File: src/hw/rtl/ipp_pkg.sv
// ----------------------------------------------------------------------------
// IMU packet parser package
// Packet kinds, queue entry layout, scale factors and temperature constants.
// ----------------------------------------------------------------------------
package ipp_pkg;

   // packet kind, given by position within the 44-byte frame
   typedef enum logic [1:0] {
      KIND_ACCEL = 2'd0,
      KIND_GYRO  = 2'd1,
      KIND_ANGLE = 2'd2,
      KIND_MAG   = 2'd3
   } kind_type;

   // offsets within an 11-byte packet
   localparam logic [3:0] OFF_FIRST     = 4'd0;
   localparam logic [3:0] OFF_PAY_FIRST = 4'd2;
   localparam logic [3:0] OFF_PAY_LAST  = 4'd9;
   localparam logic [3:0] OFF_CHECKSUM  = 4'd10;

   // packet_enable reset value: angle packets only
   localparam logic [3:0] ENABLE_RESET = 4'b0100;

   // Q16.16 scale factors per kind
   localparam logic [16:0] SCALE_ACCEL = 17'd32;
   localparam logic [16:0] SCALE_GYRO  = 17'd4000;
   localparam logic [16:0] SCALE_ANGLE = 17'd360;
   localparam logic [16:0] SCALE_MAG   = 17'd65536;

   // temperature: round(|s| * 65536 / 100) = ((|s| << 16) + 50) * MAGIC >> 37
   localparam logic [31:0] TEMP_BIAS  = 32'd50;
   localparam logic [31:0] TEMP_MAGIC = 32'h51EB_851F;
   localparam int          TEMP_SHIFT = 37;

   // one parsed packet handed from front to back
   typedef struct packed {
      kind_type         kind;
      logic             csum_ok;
      logic [3:0][15:0] words;
   } pkt_type;

   // queue status seen by the front and back
   typedef struct packed {
      logic full;
      logic empty;
   } q_status_type;

endpackage

File: src/hw/rtl/ipp_front.sv
// ----------------------------------------------------------------------------
// IMU packet parser front end
// Tracks frame position, running checksum and payload bytes; pushes one
// packet record per enabled packet into the queue.
// ----------------------------------------------------------------------------
module ipp_front
   import ipp_pkg::*;
(
   input  logic         clock,
   input  logic         reset,
   input  logic         xfer,
   input  logic [7:0]   data_byte,
   input  logic         frame_start,
   input  logic         csr_wr_en,
   input  logic [3:0]   csr_wr_data,
   output logic         push,
   output pkt_type      push_pkt
);

   logic [3:0]       enable_ff;
   logic [3:0]       off_ff, off_in;
   kind_type         kind_ff, kind_in;
   logic [7:0]       sum_ff, sum_in;
   logic [7:0]       pay_ff [8];
   logic [3:0]       off_now;
   kind_type         kind_now;
   logic [3:0]       pay_idx;

   // position of the current byte; frame start restarts at accel byte 0
   assign off_now  = frame_start ? OFF_FIRST : off_ff;
   assign kind_now = frame_start ? KIND_ACCEL : kind_ff;
   assign pay_idx  = off_now - OFF_PAY_FIRST;

   // next position and running sum
   always_comb begin
      if (off_now == OFF_CHECKSUM) begin
         off_in  = OFF_FIRST;
         kind_in = kind_type'(kind_now + 2'd1);
      end else begin
         off_in  = off_now + 4'd1;
         kind_in = kind_now;
      end
      if (off_now == OFF_FIRST) begin
         sum_in = data_byte;
      end else begin
         sum_in = sum_ff + data_byte;
      end
   end

   // control registers
   always_ff @(posedge clock) begin
      if (reset) begin
         enable_ff <= ENABLE_RESET;
         off_ff    <= OFF_FIRST;
         kind_ff   <= KIND_ACCEL;
         sum_ff    <= 8'd0;
      end else begin
         if (csr_wr_en) begin
            enable_ff <= csr_wr_data;
         end
         if (xfer) begin
            off_ff  <= off_in;
            kind_ff <= kind_in;
            sum_ff  <= sum_in;
         end
      end
   end

   // payload bytes 2..9
   always_ff @(posedge clock) begin
      if (xfer && off_now >= OFF_PAY_FIRST && off_now <= OFF_PAY_LAST) begin
         pay_ff[pay_idx[2:0]] <= data_byte;
      end
   end

   // packet record on the checksum byte
   always_comb begin
      push             = xfer && (off_now == OFF_CHECKSUM) && enable_ff[kind_now];
      push_pkt.kind    = kind_now;
      push_pkt.csum_ok = (sum_ff == data_byte);
      for (int i = 0; i < 4; i++) begin
         push_pkt.words[i] = {pay_ff[2*i+1], pay_ff[2*i]};
      end
   end

endmodule

File: config.mk
export PLATFORM = sky130hd
export DESIGN_NAME = ipp_front
export DESIGN_NICKNAME = d
export VERILOG_FILES = /design/src/hw/rtl/ipp_pkg.sv /design/src/hw/rtl/ipp_front.sv
export SDC_FILE = /design/constraint.sdc
export NUM_CORES = 1
export LEC_CHECK = 0
export ABC_AREA = 0
export BUFFER_PORTS_ARGS = -buffer_cell sky130_fd_sc_hd__buf_4
export CAP_MARGIN = 20
export CORE_ASPECT_RATIO = 0.6
export CORE_UTILIZATION = 56
export DETAILED_ROUTE_END_ITERATION = 8
export GPL_ROUTABILITY_DRIVEN = 0
export GPL_TIMING_DRIVEN = 0
export HOLD_SLACK_MARGIN = 0.1
export PLACE_DENSITY = 0.84
export SYNTH_ARGS = -nofsm -noshare
export SYNTH_HDL_FRONTEND = slang
export SYNTH_SLANG_ARGS = --single-unit
File: constraint.sdc
create_clock -name clock -period 3.7 [get_ports clock]
set_clock_uncertainty 0.2 [all_clocks]
set_input_delay 0 -clock clock [delete_from_list [all_inputs] [get_ports clock]]
set_output_delay 0 -clock clock [all_outputs]
set_load 0.05 [all_outputs]
# Word-level counts from Yosys, hierarchy flattened
# Memory sizes are Yosys's and may differ from the RTL's.
# Index checks and enable logic that the tools add are counted.
dict set report totals {
  memories 1
  word_cells 28
  ramBits 64
  reg_bits 18
  output_inout_bits 68
}
dict set report op_classes {
  magnitude_cmp 3
  n_reduce_logical 5
  mux 9
  eq_ne 2
  n_addsub 4
}
# memory depth width rd rd_clocked_by_memory_dff wr line
set memory_table {}
lappend memory_table {pay_ff 8 8 8 0 1 ipp_front.sv:24} ;# logic [7:0] pay_ff [8];
# op n
set op_table {}
lappend op_table {{$add 8x8->8} 1}
lappend op_table {{$eq 8x8->1} 1}
lappend op_table {{$mux 4} 2}
lappend op_table {{$mux 8} 1}
lappend op_table {{$add 4x1->4 const B} 1}
lappend op_table {{$eq 4x4->1 const B} 1}
lappend op_table {{$ge 4x2->1 const B} 1}
lappend op_table {{$le 4x4->1 const B} 1}
lappend op_table {{$logic_and 1x1->1} 4}
lappend op_table {{$logic_not 4->1} 1}
lappend op_table {{$mux 2} 2}
lappend op_table {{$lt 2x3->1 const B} 1}
lappend op_table {{$mux 1} 3}
lappend op_table {{$sub 3x2->3 const B} 1}
lappend op_table {{$add 2x1->2 const B} 1}
lappend op_table {{$bmux 1 s2} 1}

# Logic depth before layout (Yosys ltp)
dict set report logic_depth {
  ltp_word 6
  mapped_depth 9
}

# Worst setup path before layout
# No wires, ideal clock.
dict set report synth_path {
  path_type {register to output}
  start {reg kind_ff[0]}
  end {out push}
  arrival_ps 1955
  setup_slack_ps 1545
  path_stages_with_launch 4
  required_ps 3500
  cell_sequence {dfxtp_1 nor2b_1 mux2_2 o211a_1}
}
# element line
set synth_rtl {}
lappend synth_rtl {{from (decl)} ipp_front.sv:22} ;# kind_type kind_ff, kind_in;
lappend synth_rtl {{from (signal assigned)} ipp_front.sv:63} ;# kind_ff <= kind_in;
lappend synth_rtl {{to (decl)} ipp_front.sv:16} ;# output logic push,

# Worst setup path after layout
dict set report layout_path {
  start {in xfer}
  end {mem pay_ff[0][7], enable pin}
}
dict set report layout_between {
  elab_chain_len 4
}
# element line
set layout_lines {}
lappend layout_lines {{from (decl)} ipp_front.sv:11} ;# input logic xfer,
lappend layout_lines {{$logic_and 1x1->1 (2 in a row)} ipp_front.sv:71} ;# if (xfer && off_now >= OFF_PAY_FIRST && off_now <= OFF_PAY_LAST) begin
lappend layout_lines {{$mux 1} ipp_front.sv:71}
lappend layout_lines {{$mux 1 (implied by the code)} ipp_front.sv:72} ;# pay_ff[pay_idx[2:0]] <= data_byte;
lappend layout_lines {{to (decl)} ipp_front.sv:24}
# Every way passes these cells.

==> results.cfg <==
[cells_and_area]
syn2layout_area_growth_pct = 34.0
fillerInstances = 290
most-common-layout-cells = 80 x buf_4, 64 x edfxtp_1, 25 x nor2_1
final_common_cell = buf_4
multiInputGateArea_um2 = 840
design_area_um2 = 4280
fin_nets = 363
seq_area_um2 = 2280
final_util = 0.810
drive_gt1_frac = 0.303
antennaDiodeCount = 0

[cts]
cts-root-buf = clkbuf_8
cts.path.max_buffers = 2
insertion_delay_ps = 350
clkTransAtPathRegs_ps = 90
cts_tree = built
cts.sinks = 82
ctsResizeCount = 0
cts_buffers = 9
cts_setup_buffers = 0
cts_htree_levels = 3

[power_and_ir_drop]
p_per_area_nw_per_um2 = 408
peakVddDrop_mv = 0.314
leakage_nw = 1.68

[synth]
synthArstFlopShare = 0
syn-cell-area_um2 = 3190
synth_area_per_cell_um2 = 14.2
yosys_warnings = 0
synthFlopType = edfxtp_1
yosysSeqAreaShare = 0.715
synthDistinctLibCells = 39
synth_seq_cells = 82
synth.net_count = 250
synth-edff-count = 64
synthCells = 225

[timing]
setup-tns-final_ps = 0
worstMarginPinSlew_ps = 978
finalCritPeriodShare = 0.634
max_freq_mhz = 426
relSlewSlack = 0.343
drv_slew = 0
fin_ws_ps = 1350
rsz0062_at_grt = false
final-setup-viol-count = 0
fin_hold_ws_ps = 272
fin_crit_ps = 2350
hold_violations = 0

[floorplanning]
die_area_um2 = 6020
rows = 20
fp.dieH_um = 60.5
die_x_um = 99.5
start_util = 0.605
fp.coreArea_um2 = 5280
ios = 85

[critical_path]
worstPathArrival_ps = 2120
startpoint_type = input pin
worst_path_most_repeated_cell = clkbuf_1
cp_slowest_cell = nor3_1
cp_num_buf_inv = 3
path_delay_family = buffers and inverters
critical_path_required_ps = 3470
cp_slowest_stage_delay_ps = 810
crit_chain = dlygate4sd3_1 > clkbuf_1 > clkbuf_1 > nand2_1 > nor3_1
worstSetupPathType = in -> reg
path_max_fanout = 10
endpoint_kind = register

[routing]
routedWlPerCell_um = 17.1
wl_um = 7160
drc = 0
drtAntennaViolNets = 0
vias_per_cell = 5.31
vias = 2231
drt_iter0_drc = 185
dr.pass1.iters = 4

[global_routing]
grt_pass1_wl_um = 10900
grt-ovfl-total = 0
antenna_found_initial = 0
grt_max_degree = 16
grt_usage = 0.257
grt_pass1_vias = 2065

[placement]
post-place-ws_ps = 1270
place_hpwl_um = 4880
io_buffers = 80
place_area_um2 = 3890

[status]
status = complete, no violations

[run]
max_cap_violations = 0

[worst_hold_path]
hp-class = in -> reg
[final timing paths]
path / from / end / slack [ps] / cells past startpoint
min reg2reg: sum_ff[4] / sum_ff[4] / 310 / 2
max reg2reg: sum_ff[0] / sum_ff[6] / 1420 / 9
min: data_byte[5] / pay_ff[5][5] / 270 / 2
max: xfer / pay_ff[0][7] / 1350 / 5
[cells in the mapped netlist (2+ instances only)]
cell	count	area [um2]
inv_1	5	18.8
a211oi_1	6	45.0
buf_6	2	22.5
o21ai_0	8	40.0
nand2b_1	2	12.5
mux2i_1	9	90.1
ha_1	7	87.6
dfxtp_1	18	360
edfxtp_1	64	1920
clkbuf_1	8	30.0
o211ai_1	2	15.0
xnor2_1	2	17.5
nand3_1	4	20.0
a21oi_1	12	60.1
nor3_1	10	50.1
nor4_1	2	12.5
o211a_1	2	20.0
a21o_1	2	15.0
nand2_1	9	33.8
nor3b_1	2	15.0
nor2_1	25	93.8
nor2b_1	7	43.8
[registers in the layout, summed over array words and instances (netlist names)]
| register | flops |
|---|---|
| off_ff | 4 |
| pay_ff | 64 |
| kind_ff | 2 |
| enable_ff | 4 |
| sum_ff | 8 |
[stage by stage]
step,total power [mW],instances
floorplan,1.12,225
detailed placement,1.17,382
CTS,1.75,417
finish,1.75,420
global placement,1.17,382
global route,1.81,420
[routing by layer]
| layer | wire, um | track usage | share of wire |
|---|---|---|---|
| met2 | 3450 | 0.424 | 0.48 |
| met5 | 0 | 0 | 0 |
| met4 | 44 | 0.0672 | 0.0061 |
| met3 | 596 | 0.0876 | 0.083 |
| met1 | 3070 | 0.336 | 0.43 |
[logic make-up after synthesis]
group                    Yosys count  share of synthesized area
flip-flops                        82                      0.715
AO/OA/AOI/OAI                     42                     0.0929
buffers and inverters             15                     0.0223
multiplexers                      10                     0.0317
XOR/XNOR                           3                    0.00823
AND/OR/NAND/NOR                   65                     0.0964
adder cells (fa/ha/maj)            8                     0.0337
[power by group]
group          leakage [nW]  internal [mW]  switching, mW
Clock                0.0795          0.249          0.325
Combinational         0.882         0.0718         0.0888
Sequential            0.723           1.00        0.00893
[cell type report]
class	instances	share of cell area
sequential	82	0.533
tap	77	0.0225
inverter	5	0.00439
timing repair buffer	102	0.190
clock buffer	10	0.0298
buffer	10	0.0123
multi-input combinational	128	0.196
clock inverter	6	0.0114
[what timing repair did]
action,4_1_cts,5_1_grt
hold buffers,19,0
setup endpoints to repair,0,0
hold endpoints to repair,82,0
Power figures use the tool's default switching activity.
