===== config.mk =====
export PLATFORM = sky130hd
export DESIGN_NAME = ipp_queue
export DESIGN_NICKNAME = d
export VERILOG_FILES = /design/src/hw/rtl/ipp_pkg.sv /design/src/hw/rtl/ipp_queue.sv
export SDC_FILE = /design/constraint.sdc
export NUM_CORES = 1
export LEC_CHECK = 0
export BUFFER_PORTS_ARGS = -buffer_cell sky130_fd_sc_hd__buf_2
export CORE_UTILIZATION = 45
export CTS_CLUSTER_DIAMETER = 150
export DETAILED_ROUTE_END_ITERATION = 12
export GPL_TIMING_DRIVEN = 0
export PLACE_DENSITY_LB_ADDON = 0.1
export SKIP_CTS_REPAIR_TIMING = 1
export SYNTH_ARGS = -nofsm -noshare
export SYNTH_HDL_FRONTEND = slang
export SYNTH_SLANG_ARGS = --single-unit

===== constraint.sdc =====
create_clock -name clock -period 3.55 [get_ports clock]
set_clock_uncertainty 0.1 [all_clocks]
set_input_delay 0.355 -clock clock [delete_from_list [all_inputs] [get_ports clock]]
set_output_delay 0.355 -clock clock [all_outputs]
set_load 0.01 [all_outputs]

===== src/hw/rtl/ipp_pkg.sv =====
// ----------------------------------------------------------------------------
// IMU packet parser package
// Packet kinds, queue entry layout, scale factors and temperature constants.
// ----------------------------------------------------------------------------
package ipp_pkg;

   // packet kind, given by position within the 44-byte frame
   typedef enum logic [1:0] {
      KIND_ACCEL = 2'd0,
      KIND_GYRO  = 2'd1,
      KIND_ANGLE = 2'd2,
      KIND_MAG   = 2'd3
   } kind_type;

   // offsets within an 11-byte packet
   localparam logic [3:0] OFF_FIRST     = 4'd0;
   localparam logic [3:0] OFF_PAY_FIRST = 4'd2;
   localparam logic [3:0] OFF_PAY_LAST  = 4'd9;
   localparam logic [3:0] OFF_CHECKSUM  = 4'd10;

   // packet_enable reset value: angle packets only
   localparam logic [3:0] ENABLE_RESET = 4'b0100;

   // Q16.16 scale factors per kind
   localparam logic [16:0] SCALE_ACCEL = 17'd32;
   localparam logic [16:0] SCALE_GYRO  = 17'd4000;
   localparam logic [16:0] SCALE_ANGLE = 17'd360;
   localparam logic [16:0] SCALE_MAG   = 17'd65536;

   // temperature: round(|s| * 65536 / 100) = ((|s| << 16) + 50) * MAGIC >> 37
   localparam logic [31:0] TEMP_BIAS  = 32'd50;
   localparam logic [31:0] TEMP_MAGIC = 32'h51EB_851F;
   localparam int          TEMP_SHIFT = 37;

   // one parsed packet handed from front to back
   typedef struct packed {
      kind_type         kind;
      logic             csum_ok;
      logic [3:0][15:0] words;
   } pkt_type;

   // queue status seen by the front and back
   typedef struct packed {
      logic full;
      logic empty;
   } q_status_type;

endpackage


===== src/hw/rtl/ipp_queue.sv =====
// ----------------------------------------------------------------------------
// IMU packet parser queue
// Small FIFO of packet records between front end and back end.
// ----------------------------------------------------------------------------
module ipp_queue
   import ipp_pkg::*;
#(
   parameter int DEPTH = 4
) (
   input  logic         clock,
   input  logic         reset,
   input  logic         push,
   input  pkt_type      push_pkt,
   input  logic         pop,
   output pkt_type      head_pkt,
   output q_status_type status
);

   localparam int PW = (DEPTH > 1) ? $clog2(DEPTH) : 1;
   localparam int CW = $clog2(DEPTH + 1);
   localparam logic [PW-1:0] PTR_LAST = PW'(DEPTH - 1);
   localparam logic [CW-1:0] CNT_FULL = CW'(DEPTH);

   pkt_type       mem [DEPTH];
   logic [PW-1:0] wr_ptr_ff, rd_ptr_ff;
   logic [CW-1:0] count_ff;

   assign head_pkt     = mem[rd_ptr_ff];
   assign status.full  = (count_ff == CNT_FULL);
   assign status.empty = (count_ff == '0);

   // pointers and fill count
   always_ff @(posedge clock) begin
      if (reset) begin
         wr_ptr_ff <= '0;
         rd_ptr_ff <= '0;
         count_ff  <= '0;
      end else begin
         if (push) begin
            wr_ptr_ff <= (wr_ptr_ff == PTR_LAST) ? '0 : wr_ptr_ff + 1'b1;
         end
         if (pop) begin
            rd_ptr_ff <= (rd_ptr_ff == PTR_LAST) ? '0 : rd_ptr_ff + 1'b1;
         end
         if (push && !pop) begin
            count_ff <= count_ff + 1'b1;
         end else if (pop && !push) begin
            count_ff <= count_ff - 1'b1;
         end
      end
   end

   // storage
   always_ff @(posedge clock) begin
      if (push) begin
         mem[wr_ptr_ff] <= push_pkt;
      end
   end

endmodule


======== Word level (Yosys, flattened, before mapping) ========
Memory sizes are Yosys's and may differ from the RTL's. A register that Yosys moved wholly into a read port is not among the register bits.
Index checks and enable logic that the tools add are counted.
operators by class
  $add $sub $neg .......................... 4
  equal/unequal tests ..................... 3
  multiplexer cells ....................... 8
  reduce and logical (&&, ||, !) cells .... 6
operators with widths
  kind                   count
  $mux W2                4
  $mux W3                2
  $add A2 B1 Y2 const B  2
  $eq A2 B2 Y1 const B   2
  $add A3 B1 Y3 const B  1
  $eq A3 B3 Y1 const B   1
  $logic_not A3 Y1       1
  $sub A3 B1 Y3 const B  1
  $logic_and A1 B1 Y1    2
  $logic_not A1 Y1       2
  $mux W1                2
  $reduce_bool A2 Y1     1
storage, ports and cells
  bits in registers ....................... 7
  bits in writable memories ............... 268
  bits of input ports ..................... 71
  output and inout bits ................... 69
  word-level logic and storage cells ...... 25
  memories ................................ 1
memory list
  memory  words  bits a word  read ports  clocked after memory_dff  write ports  RTL line         source
  mem     4      67           1           1                         1            ipp_queue.sv:24  pkt_type mem [DEPTH];

======== Depth between registers and ports, before layout ========
  depth after elaboration ................. 4
  gate-level depth with buffers ........... 7
  mapped depth without buffers ............ 7

======== Least setup slack after synthesis ========
Ideal clock, no wire load.
  kind .................................... flip-flop to flip-flop
  start point ............................. register wr_ptr_ff[0]
  end point ............................... memory mem[3][0] (netlist bit) (enable)
  setup time .............................. 0.432 ns
  arrival time ............................ 2.121 ns
  data required time ...................... 3.018 ns
  slack ................................... 0.897 ns
  stages on the path, launching flop included .. 3
  buffers on the path ..................... 0
  cells stage by stage .................... dfxtp_1 ha_1 and2_1
RTL lines
  what                      RTL line         source
  start: declaration        ipp_queue.sv:25  logic [PW-1:0] wr_ptr_ff, rd_ptr_ff;
  start signal: assignment  ipp_queue.sv:40  wr_ptr_ff <= (wr_ptr_ff == PTR_LAST) ? '0 : wr_ptr_ff + 1'b1;
  end: declaration          ipp_queue.sv:24
Straight into the memory's write port.

==> impl_summary.log <==
INFO  metric outcome = finished, violations left
INFO  metric failed_checks = DRC
INFO  metric cp_max_fo = 10
INFO  metric floorplan.die.width = 152 µm
INFO  metric max_cap_violations = 0
INFO  metric nNetsFinal = 714
INFO  metric post_detailed_route_wirelength_per_cell = 19.4 µm
INFO  metric fp.dieArea = 0.0231 mm²
INFO  metric routabilityCongestion = 0.663
INFO  metric vias_in_the_first_global_route = 5016
INFO  metric synth-main-ff-cell = sky130_fd_sc_hd__edfxtp_1
INFO  metric seq_area_frac_synth = 81.1%
INFO  metric worst_hold_start = pop
INFO  metric fin_hold_ws = 0.0930 ns
INFO  metric final_hold_violations = 0
INFO  metric grt_setup_unrepaired = false
INFO  metric grt.overflow.total = 0
INFO  metric synth_enable_flop_cells = 268
INFO  metric clock_sink_count = 277
INFO  metric path_clk_slew = 0.06 ns
INFO  metric synth_top_area_share = 79.3%
INFO  metric dp_slack = 1.47 ns
INFO  metric flow.area_growth_from_synthesis = 26.7%
INFO  metric power_per_cell_area = 563 mW/mm²
INFO  metric detailed_route_iter0_violations = 214
INFO  metric dp_hpwl = 10900 µm
INFO  metric hold_path_class = input pin to register
INFO  metric worst_path_most_repeated_cell = sky130_fd_sc_hd__buf_2
INFO  metric timing.slew.headroom = 54.6%
INFO  metric netlist.top_cell.by_area = sky130_fd_sc_hd__edfxtp_1
INFO  metric fmaxAchievable = 0.391 GHz
INFO  metric worst-slew-pin-transition = 0.682 ns
INFO  metric mappedNetlistArea = 0.0101 mm²
INFO  metric crit_slowest_cell = sky130_fd_sc_hd__dfxtp_1
INFO  metric ys_ff_latch = 277
INFO  metric core_region_area = 0.0220 mm²
INFO  metric number_of_vias_after_detailed_routing = 4771
INFO  metric vdd.ir_drop.worst = 0.000374 V
INFO  metric clock_path_buffers = 3
INFO  metric mappedNetlistNets = 472
INFO  metric crit_chain = buf_2, buf_2, mux4_2, buf_2
INFO  metric synthDistinctLibCells = 20
INFO  metric vias_per_cell = 5.09
INFO  metric slew_violations = 0
INFO  metric die-height = 152 µm
INFO  metric clock_latency = 0.52 ns
INFO  metric ys_top_cells_by_count = sky130_fd_sc_hd__edfxtp_1, sky130_fd_sc_hd__mux4_2, sky130_fd_sc_hd__dfxtp_1, sky130_fd_sc_hd__nor2_1, sky130_fd_sc_hd__ha_1
INFO  metric initial_utilization = 46.2%
INFO  metric h-tree-depth = 1
INFO  metric setup-violations-final = 0
INFO  metric io_pins = 140
INFO  metric multiInputGateArea = 0.00176 mm²
INFO  metric n_fill_cell = 1640
INFO  metric port_buffers = 139
INFO  metric clock_tree_from_tritoncts = built
INFO  metric dp.cells = 817
INFO  metric ff2ff_setup_slack = 1.68 ns
INFO  metric fin_crit_sh = 72.1%
INFO  metric power.total = 7.24 mW
INFO  metric critPathKind = register to output pin
INFO  metric post-route-min-period = 2.56 ns
INFO  metric antenna_cells = 0
INFO  metric required = 3.09 ns
INFO  metric postSynthCellCount = 394
INFO  metric grt_max_degree = 36
INFO  metric static-leakage-power = 4.43 nW
INFO  metric drt-pass1-iter-count = 8
INFO  metric worst_setup_path_start_kind = register
INFO  metric ff_latch_area = 0.00823 mm²
INFO  metric detail-route-antenna-nets = 0
INFO  metric synth_area_per_cell = 25.7 µm²
INFO  metric yosysWarningCount = 0
INFO  metric antenna_violations_before_repair = 0
INFO  metric drcViolationCount = 16
INFO  metric numCtsBuffers = 29
INFO  metric cp.arrival = 2.10 ns
INFO  metric std_cell_rows = 54
INFO  metric ys_top_cells_by_area = sky130_fd_sc_hd__edfxtp_1, sky130_fd_sc_hd__mux4_2, sky130_fd_sc_hd__dfxtp_1, sky130_fd_sc_hd__buf_12, sky130_fd_sc_hd__ha_1
INFO  metric critical_path.endpoint_type = output pin
INFO  metric grt_first_pass_wirelength = 28200 µm
INFO  metric cpPeakStageDelay = 0.40 ns
INFO  metric final_cells = 938
INFO  metric wirelength = 18200 µm
INFO  metric global_route.usage.total = 16.0%
INFO  metric reg2reg_from = wr_ptr_ff[0]$_SDFFE_PP0P_
INFO  metric async_reset_ff_share = 0%
INFO  metric cts_root_buf = sky130_fd_sc_hd__clkbuf_16
INFO  metric yosysMostFrequentCell = sky130_fd_sc_hd__edfxtp_1
INFO  metric drive_above_1_share = 40.0%
INFO  metric worst_slack = 0.992 ns
==> report_power, final <==
part | switching, mW | internal [mW] | leakage [nW]
clock | 1.14 | 1.63 | 0.431
combinational | 0.344 | 0.344 | 1.46
sequential | 0.0370 | 3.74 | 2.54
total | 1.52 | 5.72 | 4.43
==> metal layers <==
layer | GRT usage, % | vias to the layer above | share of wire (%)
met2 | 27.3 | 113 | 51
li1 | - | 2171 | -
met4 | 4.47 | 0 | 1.9
met3 | 3.96 | 29 | 5.4
met5 | 0 | - | 0
met1 | 20.6 | 2458 | 42
==> worst max-delay path, delay by kind of cell, from the launching register on <==
| family | cells | cell delay [ns] |
|---|---|---|
| multiplexers | 1 | 0.36 |
| buffers and inverters | 3 | 0.81 |
| flip-flops | 1 | 0.40 |
==> worst paths after layout <==
| kind | end | depth (start not counted) |
|---|---|---|
| worst min-delay path | rd_ptr_ff[1]$_SDFFE_PP0P_ | 3 |
| worst min register to register | count_ff[2]$_SDFFE_PP0P_ | 2 |
| worst max-delay path | head_pkt[21] | 4 |
| worst max register to register | mem[3][62]$_DFFE_PP_ | 3 |
==> through the flow <==
| stage | setup TNS [ns] | cell area, µm² | utilization, % |
|---|---|---|---|
| after detailed placement | 0 | 11300 | 51.4 |
| after global routing | 0 | 12800 | 58.5 |
| after CTS | 0 | 12200 | 55.4 |
| after floorplan | 0 | 10100 | - |
| after global placement | -118.63 | 11200 | 51.0 |
| final | 0 | 12800 | 58.5 |
==> registers in the layout, summed over array words and instances, names as in the netlist, named ones only <==
name / flops
mem: 268
count_ff: 3
rd_ptr_ff: 2
wr_ptr_ff: 2
==> layout by cell type, fill, tap and decap left out, types with 2 or more instances in the layout <==
master / count
sky130_fd_sc_hd__edfxtp_1: 268
sky130_fd_sc_hd__buf_2: 143
sky130_fd_sc_hd__dlygate4sd3_1: 68
sky130_fd_sc_hd__mux4_2: 67
sky130_fd_sc_hd__clkbuf_16: 29
sky130_fd_sc_hd__dfxtp_1: 9
sky130_fd_sc_hd__clkbuf_1: 8
sky130_fd_sc_hd__clkinv_1: 8
sky130_fd_sc_hd__buf_12: 7
sky130_fd_sc_hd__nor2_1: 7
sky130_fd_sc_hd__ha_1: 6
sky130_fd_sc_hd__inv_1: 4
sky130_fd_sc_hd__and2_4: 4
sky130_fd_sc_hd__mux2i_1: 4
sky130_fd_sc_hd__buf_4: 3
sky130_fd_sc_hd__buf_1: 3
sky130_fd_sc_hd__clkinv_2: 3
sky130_fd_sc_hd__clkbuf_8: 3
sky130_fd_sc_hd__nor3b_1: 2
sky130_fd_sc_hd__xor2_1: 2
sky130_fd_sc_hd__a21oi_1: 2
==> area by class of cell <==
type | count | share of cell area, %
multi-input cells | 98 | 13.7
well taps | 280 | 2.73
flip-flops and latches | 277 | 64.0
inverters | 4 | 0.117
clock buffers | 40 | 6.20
plain buffers | 15 | 1.13
clock inverters | 13 | 0.653
repair buffers | 211 | 11.4
==> logic make-up (layout without fill, tap and decap cells) <==
family | count (synthesis) | count (layout) | share of synthesized area [%]
xor gates and xnor gates | 2 | 2 | 0.173
and+or+nand+nor | 15 | 15 | 0.765
AOI/OAI and AO/OA | 3 | 3 | 0.148
muxes | 71 | 71 | 15.3
DFF | 277 | 277 | 81.1
adders and majority gates | 7 | 7 | 0.938
buffers and inverters | 19 | 283 | 1.58
Note: power is estimated with default switching activity, not from simulation.
