### src/hw/rtl/ipp_pkg.sv
// ----------------------------------------------------------------------------
// IMU packet parser package
// Packet kinds, queue entry layout, scale factors and temperature constants.
// ----------------------------------------------------------------------------
package ipp_pkg;

   // packet kind, given by position within the 44-byte frame
   typedef enum logic [1:0] {
      KIND_ACCEL = 2'd0,
      KIND_GYRO  = 2'd1,
      KIND_ANGLE = 2'd2,
      KIND_MAG   = 2'd3
   } kind_type;

   // offsets within an 11-byte packet
   localparam logic [3:0] OFF_FIRST     = 4'd0;
   localparam logic [3:0] OFF_PAY_FIRST = 4'd2;
   localparam logic [3:0] OFF_PAY_LAST  = 4'd9;
   localparam logic [3:0] OFF_CHECKSUM  = 4'd10;

   // packet_enable reset value: angle packets only
   localparam logic [3:0] ENABLE_RESET = 4'b0100;

   // Q16.16 scale factors per kind
   localparam logic [16:0] SCALE_ACCEL = 17'd32;
   localparam logic [16:0] SCALE_GYRO  = 17'd4000;
   localparam logic [16:0] SCALE_ANGLE = 17'd360;
   localparam logic [16:0] SCALE_MAG   = 17'd65536;

   // temperature: round(|s| * 65536 / 100) = ((|s| << 16) + 50) * MAGIC >> 37
   localparam logic [31:0] TEMP_BIAS  = 32'd50;
   localparam logic [31:0] TEMP_MAGIC = 32'h51EB_851F;
   localparam int          TEMP_SHIFT = 37;

   // one parsed packet handed from front to back
   typedef struct packed {
      kind_type         kind;
      logic             csum_ok;
      logic [3:0][15:0] words;
   } pkt_type;

   // queue status seen by the front and back
   typedef struct packed {
      logic full;
      logic empty;
   } q_status_type;

endpackage

### src/hw/rtl/ipp_rsp_if.sv
// ----------------------------------------------------------------------------
// IMU packet parser result channel
// Valid/ready channel carrying one decoded packet.
// ----------------------------------------------------------------------------
interface ipp_rsp_if;
   logic               valid;
   logic               ready;
   logic [1:0]         packet_kind;
   logic               checksum_ok;
   logic signed [31:0] axis_x;
   logic signed [31:0] axis_y;
   logic signed [31:0] axis_z;
   logic signed [31:0] aux_value;

   modport source (output valid, output packet_kind, output checksum_ok,
                   output axis_x, output axis_y, output axis_z, output aux_value,
                   input ready);
   modport sink   (input valid, input packet_kind, input checksum_ok,
                   input axis_x, input axis_y, input axis_z, input aux_value,
                   output ready);
endinterface

### src/hw/rtl/ipp_back.sv
// ----------------------------------------------------------------------------
// IMU packet parser back end
// Two-stage scaling pipeline: axis products and temperature numerator, then
// constant division by 100 and aux selection into the output register.
// ----------------------------------------------------------------------------
module ipp_back
   import ipp_pkg::*;
(
   input  logic         clock,
   input  logic         reset,
   input  pkt_type      head_pkt,
   input  q_status_type q_status,
   output logic         pop,
   ipp_rsp_if.source    rsp_if
);

   // stage 1 registers
   logic               s1_valid_ff;
   kind_type           s1_kind_ff;
   logic               s1_ok_ff;
   logic signed [31:0] s1_x_ff, s1_y_ff, s1_z_ff;
   logic [31:0]        s1_num_ff;
   logic               s1_neg_ff;
   logic [15:0]        s1_w3_ff;

   // stage 2 (output) registers
   logic               s2_valid_ff;
   logic [1:0]         s2_kind_ff;
   logic               s2_ok_ff;
   logic signed [31:0] s2_x_ff, s2_y_ff, s2_z_ff, s2_aux_ff;

   logic               adv1, adv2;
   logic [16:0]        scale;
   logic signed [33:0] prod_x, prod_y, prod_z;
   logic [15:0]        mag3;
   logic [31:0]        num_in;
   logic [63:0]        temp_prod;
   logic [31:0]        temp_abs, temp_q;
   logic [31:0]        aux_in;

   // pipeline flow
   assign adv2 = !s2_valid_ff || rsp_if.ready;
   assign adv1 = !s1_valid_ff || adv2;
   assign pop  = !q_status.empty && adv1;

   // stage 1: scale select, axis products and temperature numerator
   always_comb begin
      case (head_pkt.kind)
         KIND_ACCEL: scale = SCALE_ACCEL;
         KIND_GYRO:  scale = SCALE_GYRO;
         KIND_ANGLE: scale = SCALE_ANGLE;
         KIND_MAG:   scale = SCALE_MAG;
         default:    scale = SCALE_MAG;
      endcase
      prod_x = $signed(head_pkt.words[0]) * $signed({1'b0, scale});
      prod_y = $signed(head_pkt.words[1]) * $signed({1'b0, scale});
      prod_z = $signed(head_pkt.words[2]) * $signed({1'b0, scale});
      mag3   = head_pkt.words[3][15] ? (16'd0 - head_pkt.words[3]) : head_pkt.words[3];
      num_in = {mag3, 16'd0} + TEMP_BIAS;
   end

   always_ff @(posedge clock) begin
      if (reset) begin
         s1_valid_ff <= 1'b0;
      end else if (adv1) begin
         s1_valid_ff <= pop;
      end
   end

   always_ff @(posedge clock) begin
      if (pop) begin
         s1_kind_ff <= head_pkt.kind;
         s1_ok_ff   <= head_pkt.csum_ok;
         s1_x_ff    <= prod_x[31:0];
         s1_y_ff    <= prod_y[31:0];
         s1_z_ff    <= prod_z[31:0];
         s1_num_ff  <= num_in;
         s1_neg_ff  <= head_pkt.words[3][15];
         s1_w3_ff   <= head_pkt.words[3];
      end
   end

   // stage 2: divide by 100 via reciprocal, restore sign, pick aux
   always_comb begin
      temp_prod = s1_num_ff * TEMP_MAGIC;
      temp_abs  = {5'd0, temp_prod[63:TEMP_SHIFT]};
      temp_q    = s1_neg_ff ? (32'd0 - temp_abs) : temp_abs;
      case (s1_kind_ff)
         KIND_ACCEL: aux_in = temp_q;
         KIND_GYRO:  aux_in = 32'd0;
         KIND_ANGLE: aux_in = {16'd0, s1_w3_ff};
         KIND_MAG:   aux_in = temp_q;
         default:    aux_in = 32'd0;
      endcase
   end

   always_ff @(posedge clock) begin
      if (reset) begin
         s2_valid_ff <= 1'b0;
      end else if (adv2) begin
         s2_valid_ff <= s1_valid_ff;
      end
   end

   always_ff @(posedge clock) begin
      if (adv2 && s1_valid_ff) begin
         s2_kind_ff <= s1_kind_ff;
         s2_ok_ff   <= s1_ok_ff;
         s2_x_ff    <= s1_x_ff;
         s2_y_ff    <= s1_y_ff;
         s2_z_ff    <= s1_z_ff;
         s2_aux_ff  <= aux_in;
      end
   end

   // result channel
   assign rsp_if.valid       = s2_valid_ff;
   assign rsp_if.packet_kind = s2_kind_ff;
   assign rsp_if.checksum_ok = s2_ok_ff;
   assign rsp_if.axis_x      = s2_x_ff;
   assign rsp_if.axis_y      = s2_y_ff;
   assign rsp_if.axis_z      = s2_z_ff;
   assign rsp_if.aux_value   = s2_aux_ff;

endmodule
### src/flat_wrapper.sv
// flat-port wrapper written by rule: the top's interface ports become plain ports
module ipp_back_flat import ipp_pkg::*;
  (clock, reset, head_pkt, q_status, pop, rsp_if_valid, rsp_if_packet_kind, rsp_if_checksum_ok, rsp_if_axis_x, rsp_if_axis_y, rsp_if_axis_z, rsp_if_aux_value, rsp_if_ready);
  ipp_rsp_if rsp_if_i ();
  input  logic clock;
  input  logic reset;
  input  pkt_type head_pkt;
  input  q_status_type q_status;
  output logic pop;
  output wire logic [$bits(rsp_if_i.valid)-1:0] rsp_if_valid;
  output wire logic [$bits(rsp_if_i.packet_kind)-1:0] rsp_if_packet_kind;
  output wire logic [$bits(rsp_if_i.checksum_ok)-1:0] rsp_if_checksum_ok;
  output wire logic [$bits(rsp_if_i.axis_x)-1:0] rsp_if_axis_x;
  output wire logic [$bits(rsp_if_i.axis_y)-1:0] rsp_if_axis_y;
  output wire logic [$bits(rsp_if_i.axis_z)-1:0] rsp_if_axis_z;
  output wire logic [$bits(rsp_if_i.aux_value)-1:0] rsp_if_aux_value;
  input wire logic [$bits(rsp_if_i.ready)-1:0] rsp_if_ready;
  assign rsp_if_valid = rsp_if_i.valid;
  assign rsp_if_packet_kind = rsp_if_i.packet_kind;
  assign rsp_if_checksum_ok = rsp_if_i.checksum_ok;
  assign rsp_if_axis_x = rsp_if_i.axis_x;
  assign rsp_if_axis_y = rsp_if_i.axis_y;
  assign rsp_if_axis_z = rsp_if_i.axis_z;
  assign rsp_if_aux_value = rsp_if_i.aux_value;
  assign rsp_if_i.ready = rsp_if_ready;
  ipp_back u_core (.clock(clock), .reset(reset), .head_pkt(head_pkt), .q_status(q_status), .pop(pop), .rsp_if(rsp_if_i));
endmodule
### config.mk
export PLATFORM = sky130hd
export DESIGN_NAME = ipp_back_flat
export DESIGN_NICKNAME = d
export VERILOG_FILES = /design/src/hw/rtl/ipp_pkg.sv /design/src/hw/rtl/ipp_rsp_if.sv /design/src/hw/rtl/ipp_back.sv /design/src/flat_wrapper.sv
export SDC_FILE = /design/constraint.sdc
export NUM_CORES = 2
export LEC_CHECK = 0
export BUFFER_PORTS_ARGS = -buffer_cell sky130_fd_sc_hd__buf_2
export CAP_MARGIN = 10
export CORE_AREA = 2 2 281 283
export CTS_CLUSTER_DIAMETER = 40
export DETAILED_ROUTE_END_ITERATION = 6
export DIE_AREA = 0 0 283 285
export PLACE_DENSITY = 0.69
export SETUP_SLACK_MARGIN = 0.05
export SLEW_MARGIN = 20
export SYNTH_ARGS = -nofsm -noshare
export SYNTH_HDL_FRONTEND = slang
export SYNTH_SLANG_ARGS = --single-unit
### constraint.sdc
create_clock -name clock -period 12.2 [get_ports clock]
set_input_delay 2.44 -clock clock [delete_from_list [all_inputs] [get_ports clock]]
set_output_delay 2.44 -clock clock [all_outputs]
set_load 0.01 [all_outputs]
== Word-level counts from Yosys, hierarchy flattened ==
Index checks and enable logic that the tools add are counted.

* Bits in registers: 281
* Input bits: 72
* Output and inout port bits: 133

* Multipliers: 4
* Multiplexer cells: 4
* Add/subtract/negate cells: 3
* Equality and inequality tests: 6
* Reduce and logical (&&, ||, !) cells: 10

{| class="wikitable"
|+ Operators with widths
! kind !! count
|-
| 16-bit by 18-bit multiplier with 32-bit output || 3
|-
| 32-bit one-hot mux with 3 select lines || 1
|-
| 17-bit one-hot mux with 4 select lines || 1
|-
| 32-bit by 31-bit multiplier with 63-bit output, second input constant || 1
|-
| 32-bit by 6-bit adder with 32-bit output, second input constant || 1
|-
| 32-bit two-way mux || 1
|-
| 1-bit by 26-bit subtractor with 27-bit output, first input constant || 1
|-
| 16-bit two-way mux || 1
|-
| 1-bit by 16-bit subtractor with 16-bit output, first input constant || 1
|-
| 2-bit equality test, second input constant || 4
|-
| 2-bit by 1-bit equality test with 1-bit output, second input constant || 2
|-
| 2-bit logical NOT || 2
|-
| 1-bit logical NOT || 3
|-
| 1-bit logical AND || 2
|-
| 1-bit logical OR || 2
|-
| 2-bit OR reduction || 1
|}

== Logic depth before layout (Yosys ltp) ==
* Depth in word-level cells: 4
* Depth in mapped cells: 29
* Mapped depth without buffers: 29

== Worst setup path before layout ==
Ideal clock, no wire load.

* Path kind: input-to-output
* Start: input rsp_if_ready
* End: output pop
* Buffers on the path: 0
* Cell stages on the path: 2
* Data required time: 9,760 ps
* Data arrival time: 8,506 ps
* Path slack: 1,254 ps
* Path through: nor2b_1 a21oi_1

* Word-level cells in the longest chain between the ends: 3

{| class="wikitable"
|+ RTL lines
! element !! line !! source
|-
| start: declaration || flat_wrapper.sv:17 || <nowiki>input wire logic [$bits(rsp_if_i.ready)-1:0] rsp_if_ready;</nowiki>
|-
| 1-bit logical OR || ipp_back.sv:42 || <nowiki>assign adv2 = !s2_valid_ff || rsp_if.ready;</nowiki>
|-
| 1-bit logical OR || ipp_back.sv:43 || <nowiki>assign adv1 = !s1_valid_ff || adv2;</nowiki>
|-
| 1-bit logical AND || ipp_back.sv:44 || <nowiki>assign pop = !q_status.empty && adv1;</nowiki>
|-
| end: declaration || flat_wrapper.sv:9 || <nowiki>output logic pop;</nowiki>
|}

No other way between the ends.

== Worst setup path after layout ==
* Start: input head_pkt[65] (netlist name)
* End: register u_core.s1_z_ff[29] (data pin)

* Word-level cells in the longest chain between the ends: 3

{| class="wikitable"
|+ RTL lines
! element !! line !! source
|-
| start: declaration || flat_wrapper.sv:7 || <nowiki>input pkt_type head_pkt;</nowiki>
|-
| 2-bit equality test (tied with other cells) || ipp_back.sv:48 || <nowiki>case (head_pkt.kind)</nowiki>
|-
| 17-bit one-hot mux with 4 select lines (*) || ipp_back.sv:48 ||
|-
| 16-bit by 18-bit multiplier with 32-bit output (*) || ipp_back.sv:57 || <nowiki>prod_z = $signed(head_pkt.words[2]) * $signed({1'b0, scale});</nowiki>
|-
| named net u_core.prod_z[29] || ipp_back.sv:34 || <nowiki>logic signed [33:0] prod_x, prod_y, prod_z;</nowiki>
|-
| end signal: assignment || ipp_back.sv:76 || <nowiki>s1_z_ff <= prod_z[31:0];</nowiki>
|-
| end: declaration || ipp_back.sv:21 || <nowiki>logic signed [31:0] s1_x_ff, s1_y_ff, s1_z_ff;</nowiki>
|}

Mark *: on every way through the listed nets, which the timed path passes. The rest lies on a longest branch. The select of a mux whose other input is x is not followed.
A chain may end at the register's enable or synchronous reset.

==> results.yml <==
clock_tree:
  clockBufferDepth: 3
  ctsHoldBuffers: 0
  ctsResizeCount: 0
  cts_htree_levels: 2
  path_clk_slew_ns: 0.06
  clk_latency_ns: 0.59
  post-cts-setup-buffers: 0
  ctsRootBufferMaster: "clkbuf_16"
  cts_tree: "yes"
  clock_sinks: 240
  numCtsBuffers: 42
setup_path:
  crit_type: "in -> reg"
  r2r-start: "u_core.s1_num_ff[17]$_DFFE_PP_"
  path_delay_family: "adder cells"
  max_stage_delay_ns: 0.78
  path_max_fanout: 33
  crit_required_ns: 12.55
  regToRegEndpoint: "u_core.rsp_if.aux_value[13]$_SDFFCE_PN0P_"
  critPathSlowestCell: "ha_2"
  cp-start-kind: "primary input"
  crit_top_cell: "fa_1"
  r2r_slack_ns: 3.45
  arrival_ns: 9.80
  end_kind: "flop"
  reg2regPathDepth: 23
  path_buf_inv: 5
floorplanning:
  die_h_um: 285
  dieArea_um2: 80660
  fp.coreArea_um2: 77970
  io-pin-count: 205
  die_w_um: 283
  num_rows: 103
  initial_utilization_pct: 44.33
job:
  max_cap_violations: 0
hold_path:
  min_from: "u_core.s1_x_ff[5]$_DFFE_PP_"
  holdPathEnd: "u_core.rsp_if.axis_x[5]$_DFFE_PP_"
  min_path_cells: 0
  timing.hold.worst.class: "reg -> reg"
yosys:
  async_flop_share_pct: 0
  synth_edf_count: 238
  synth.distinct_cells: 88
  synth_area_um2: 34560
  synth.avg_cell_area_um2: 10.66
  yosysWarnings: 0
  synth_top_flop_cell: "edfxtp_1"
  netlist_instances: 3241
  synth_seq_cells: 240
  synth_seq_area_share_pct: 20.79
global_route:
  grt_max_degree: 98
  overflow: 0
  gr-usage-all-layers_pct: 20.17
  grt_pass1_vias: 24260
  antenna_found_initial: 13
  grt_first_pass_wirelength_um: 128600
layout:
  drive_gt1_share_pct: 9.385
  syn2layout_area_growth_pct: 10.31
  fin_cells: 4513
  layout_commonest_cell: "inv_1"
  fin_area_um2: 38130
  fin_nets: 4625
  diodes: 0
  final_cell_mix: "inv_1, ha_1, fa_1"
routing:
  vias: 22740
  drc: 0
  wl_um: 78550
  wl_per_cell_um: 17.41
  vias_per_cell: 5.039
  drtPass1Iterations: 5
  ant_nets: 0
  drt_iter0_markers: 970
sta:
  worst_pin_slew_ns: 0.9396
  hold_viol: 0
  timing.setup.tns_ns: 0
  period_share_pct: 77.52
  slew_viol_final: 0
  fin_skew_ns: 0.02062
  relSlewSlack_pct: 36.56
  fmax_mhz: 105.7
  final.min_clock_period_ns: 9.457
  setup-violations-final: 0
  rsz0062_at_grt: "false"
status:
  status: "finished clean"
placed_design:
  io_buffers: 194
  dp.cells: 4437
  dpl_cell_area_um2: 36690
  place.gp.congestion: 0.9709
  dpl.hpwl_um: 66060
[per-layer routing]
metal  wire length, µm  global-route usage [%]  up-vias
met5               104                       0        -
met4              2429                   6.184       16
met3              4558                   3.752      149
met2             38000                   34.36      499
met1             33460                   26.09    11160
li1                  -                       -    10920
[cell usage after synthesis, drive strengths merged (19+ instances only)]
master  instances  share of area (%)
and2          104                1.9
ha            664                 24
fa            458                 27
o21ai          71                1.0
a21o           41               0.89
nand2         123                1.3
nand2b         34               0.62
nor2b         102                1.8
clkbuf         48               0.52
xor2           36               0.93
nand3          20               0.29
buf            20               0.39
a21oi         104                1.5
edfxtp        238                 21
o21bai         19               0.41
xnor2         109                2.8
nor3           30               0.47
inv           751                8.2
nor2           73               0.82
[metrics by stage]
stage	utilization, %	hold slack [ns]	worst slack [ns]
CTS	48.90	0.4043	2.758
global route	48.90	0.4093	2.346
floorplan	-	0.4003	1.254
global placement	47.06	0.4019	2.140
finish	48.90	0.4053	2.743
detailed placement	47.06	0.4045	2.127
[kinds of logic (layout without fill, tap and decap cells)]
logic type                 after synthesis  after routing  share of synthesized area (%)
muxes                                    4              4                         0.1158
DFF                                    240            240                          20.79
and+or+nand+nor                        555            555                          8.771
other                                    1              9                        0.01085
AOI/OAI and AO/OA                      355            355                          6.983
adders and majority gates             1122           1122                          50.56
buffers and inverters                  819           1033                          9.068
xor gates and xnor gates               145            145                          3.696
[flip-flops by register name, indices dropped and copies added, names as in the netlist, 2 cells and up]
signal / cells
u_core.s1_num_ff: 15
u_core.s1_kind_ff: 2
u_core.s1_z_ff: 29
u_core.s1_w3_ff: 16
u_core.rsp_if.aux_value: 27
u_core.rsp_if.axis_x: 29
u_core.rsp_if.packet_kind: 2
u_core.s1_y_ff: 29
u_core.rsp_if.axis_z: 29
u_core.rsp_if.axis_y: 29
u_core.s1_x_ff: 29
[how the worst max path moves through the flow]
stage                 start                           end  slack [ns]  cells after the start
4_1_cts        head_pkt[65]  u_core.s1_z_ff[29]$_DFFE_PP_        2.76                     26
2_1_floorplan  rsp_if_ready                           pop        1.25                      2
5_1_grt        head_pkt[66]  u_core.s1_y_ff[31]$_DFFE_PP_        2.35                     23
3_3_place_gp   head_pkt[65]  u_core.s1_z_ff[31]$_DFFE_PP_        2.14                     26
6_report       head_pkt[65]  u_core.s1_z_ff[29]$_DFFE_PP_        2.74                     26
3_5_place_dp   head_pkt[65]  u_core.s1_z_ff[29]$_DFFE_PP_        2.13                     26
[cell type report]
type	instances	area [µm²]
inverter	751	2819
tap	1050	1314
clock buffer	46	1066
multi-input combinational	2190	24300
fill	7125	39840
sequential	240	7187
clock inverter	30	367.9
timing repair buffer	206	1074
[worst register-to-register path: cells and delay by family (launching register included)]
family | cells | cell delay (ns)
AND/OR/NAND/NOR | 2 | 0.55
buffers and inverters | 2 | 0.12
adder cells (fa/ha/maj) | 9 | 3.80
XOR/XNOR | 2 | 0.87
AO/OA/AOI/OAI | 8 | 2.27
flip-flops | 1 | 0.88
Power is not shown: default switching activity piles up to over one toggle a cycle in this logic, so the estimate is an artifact.
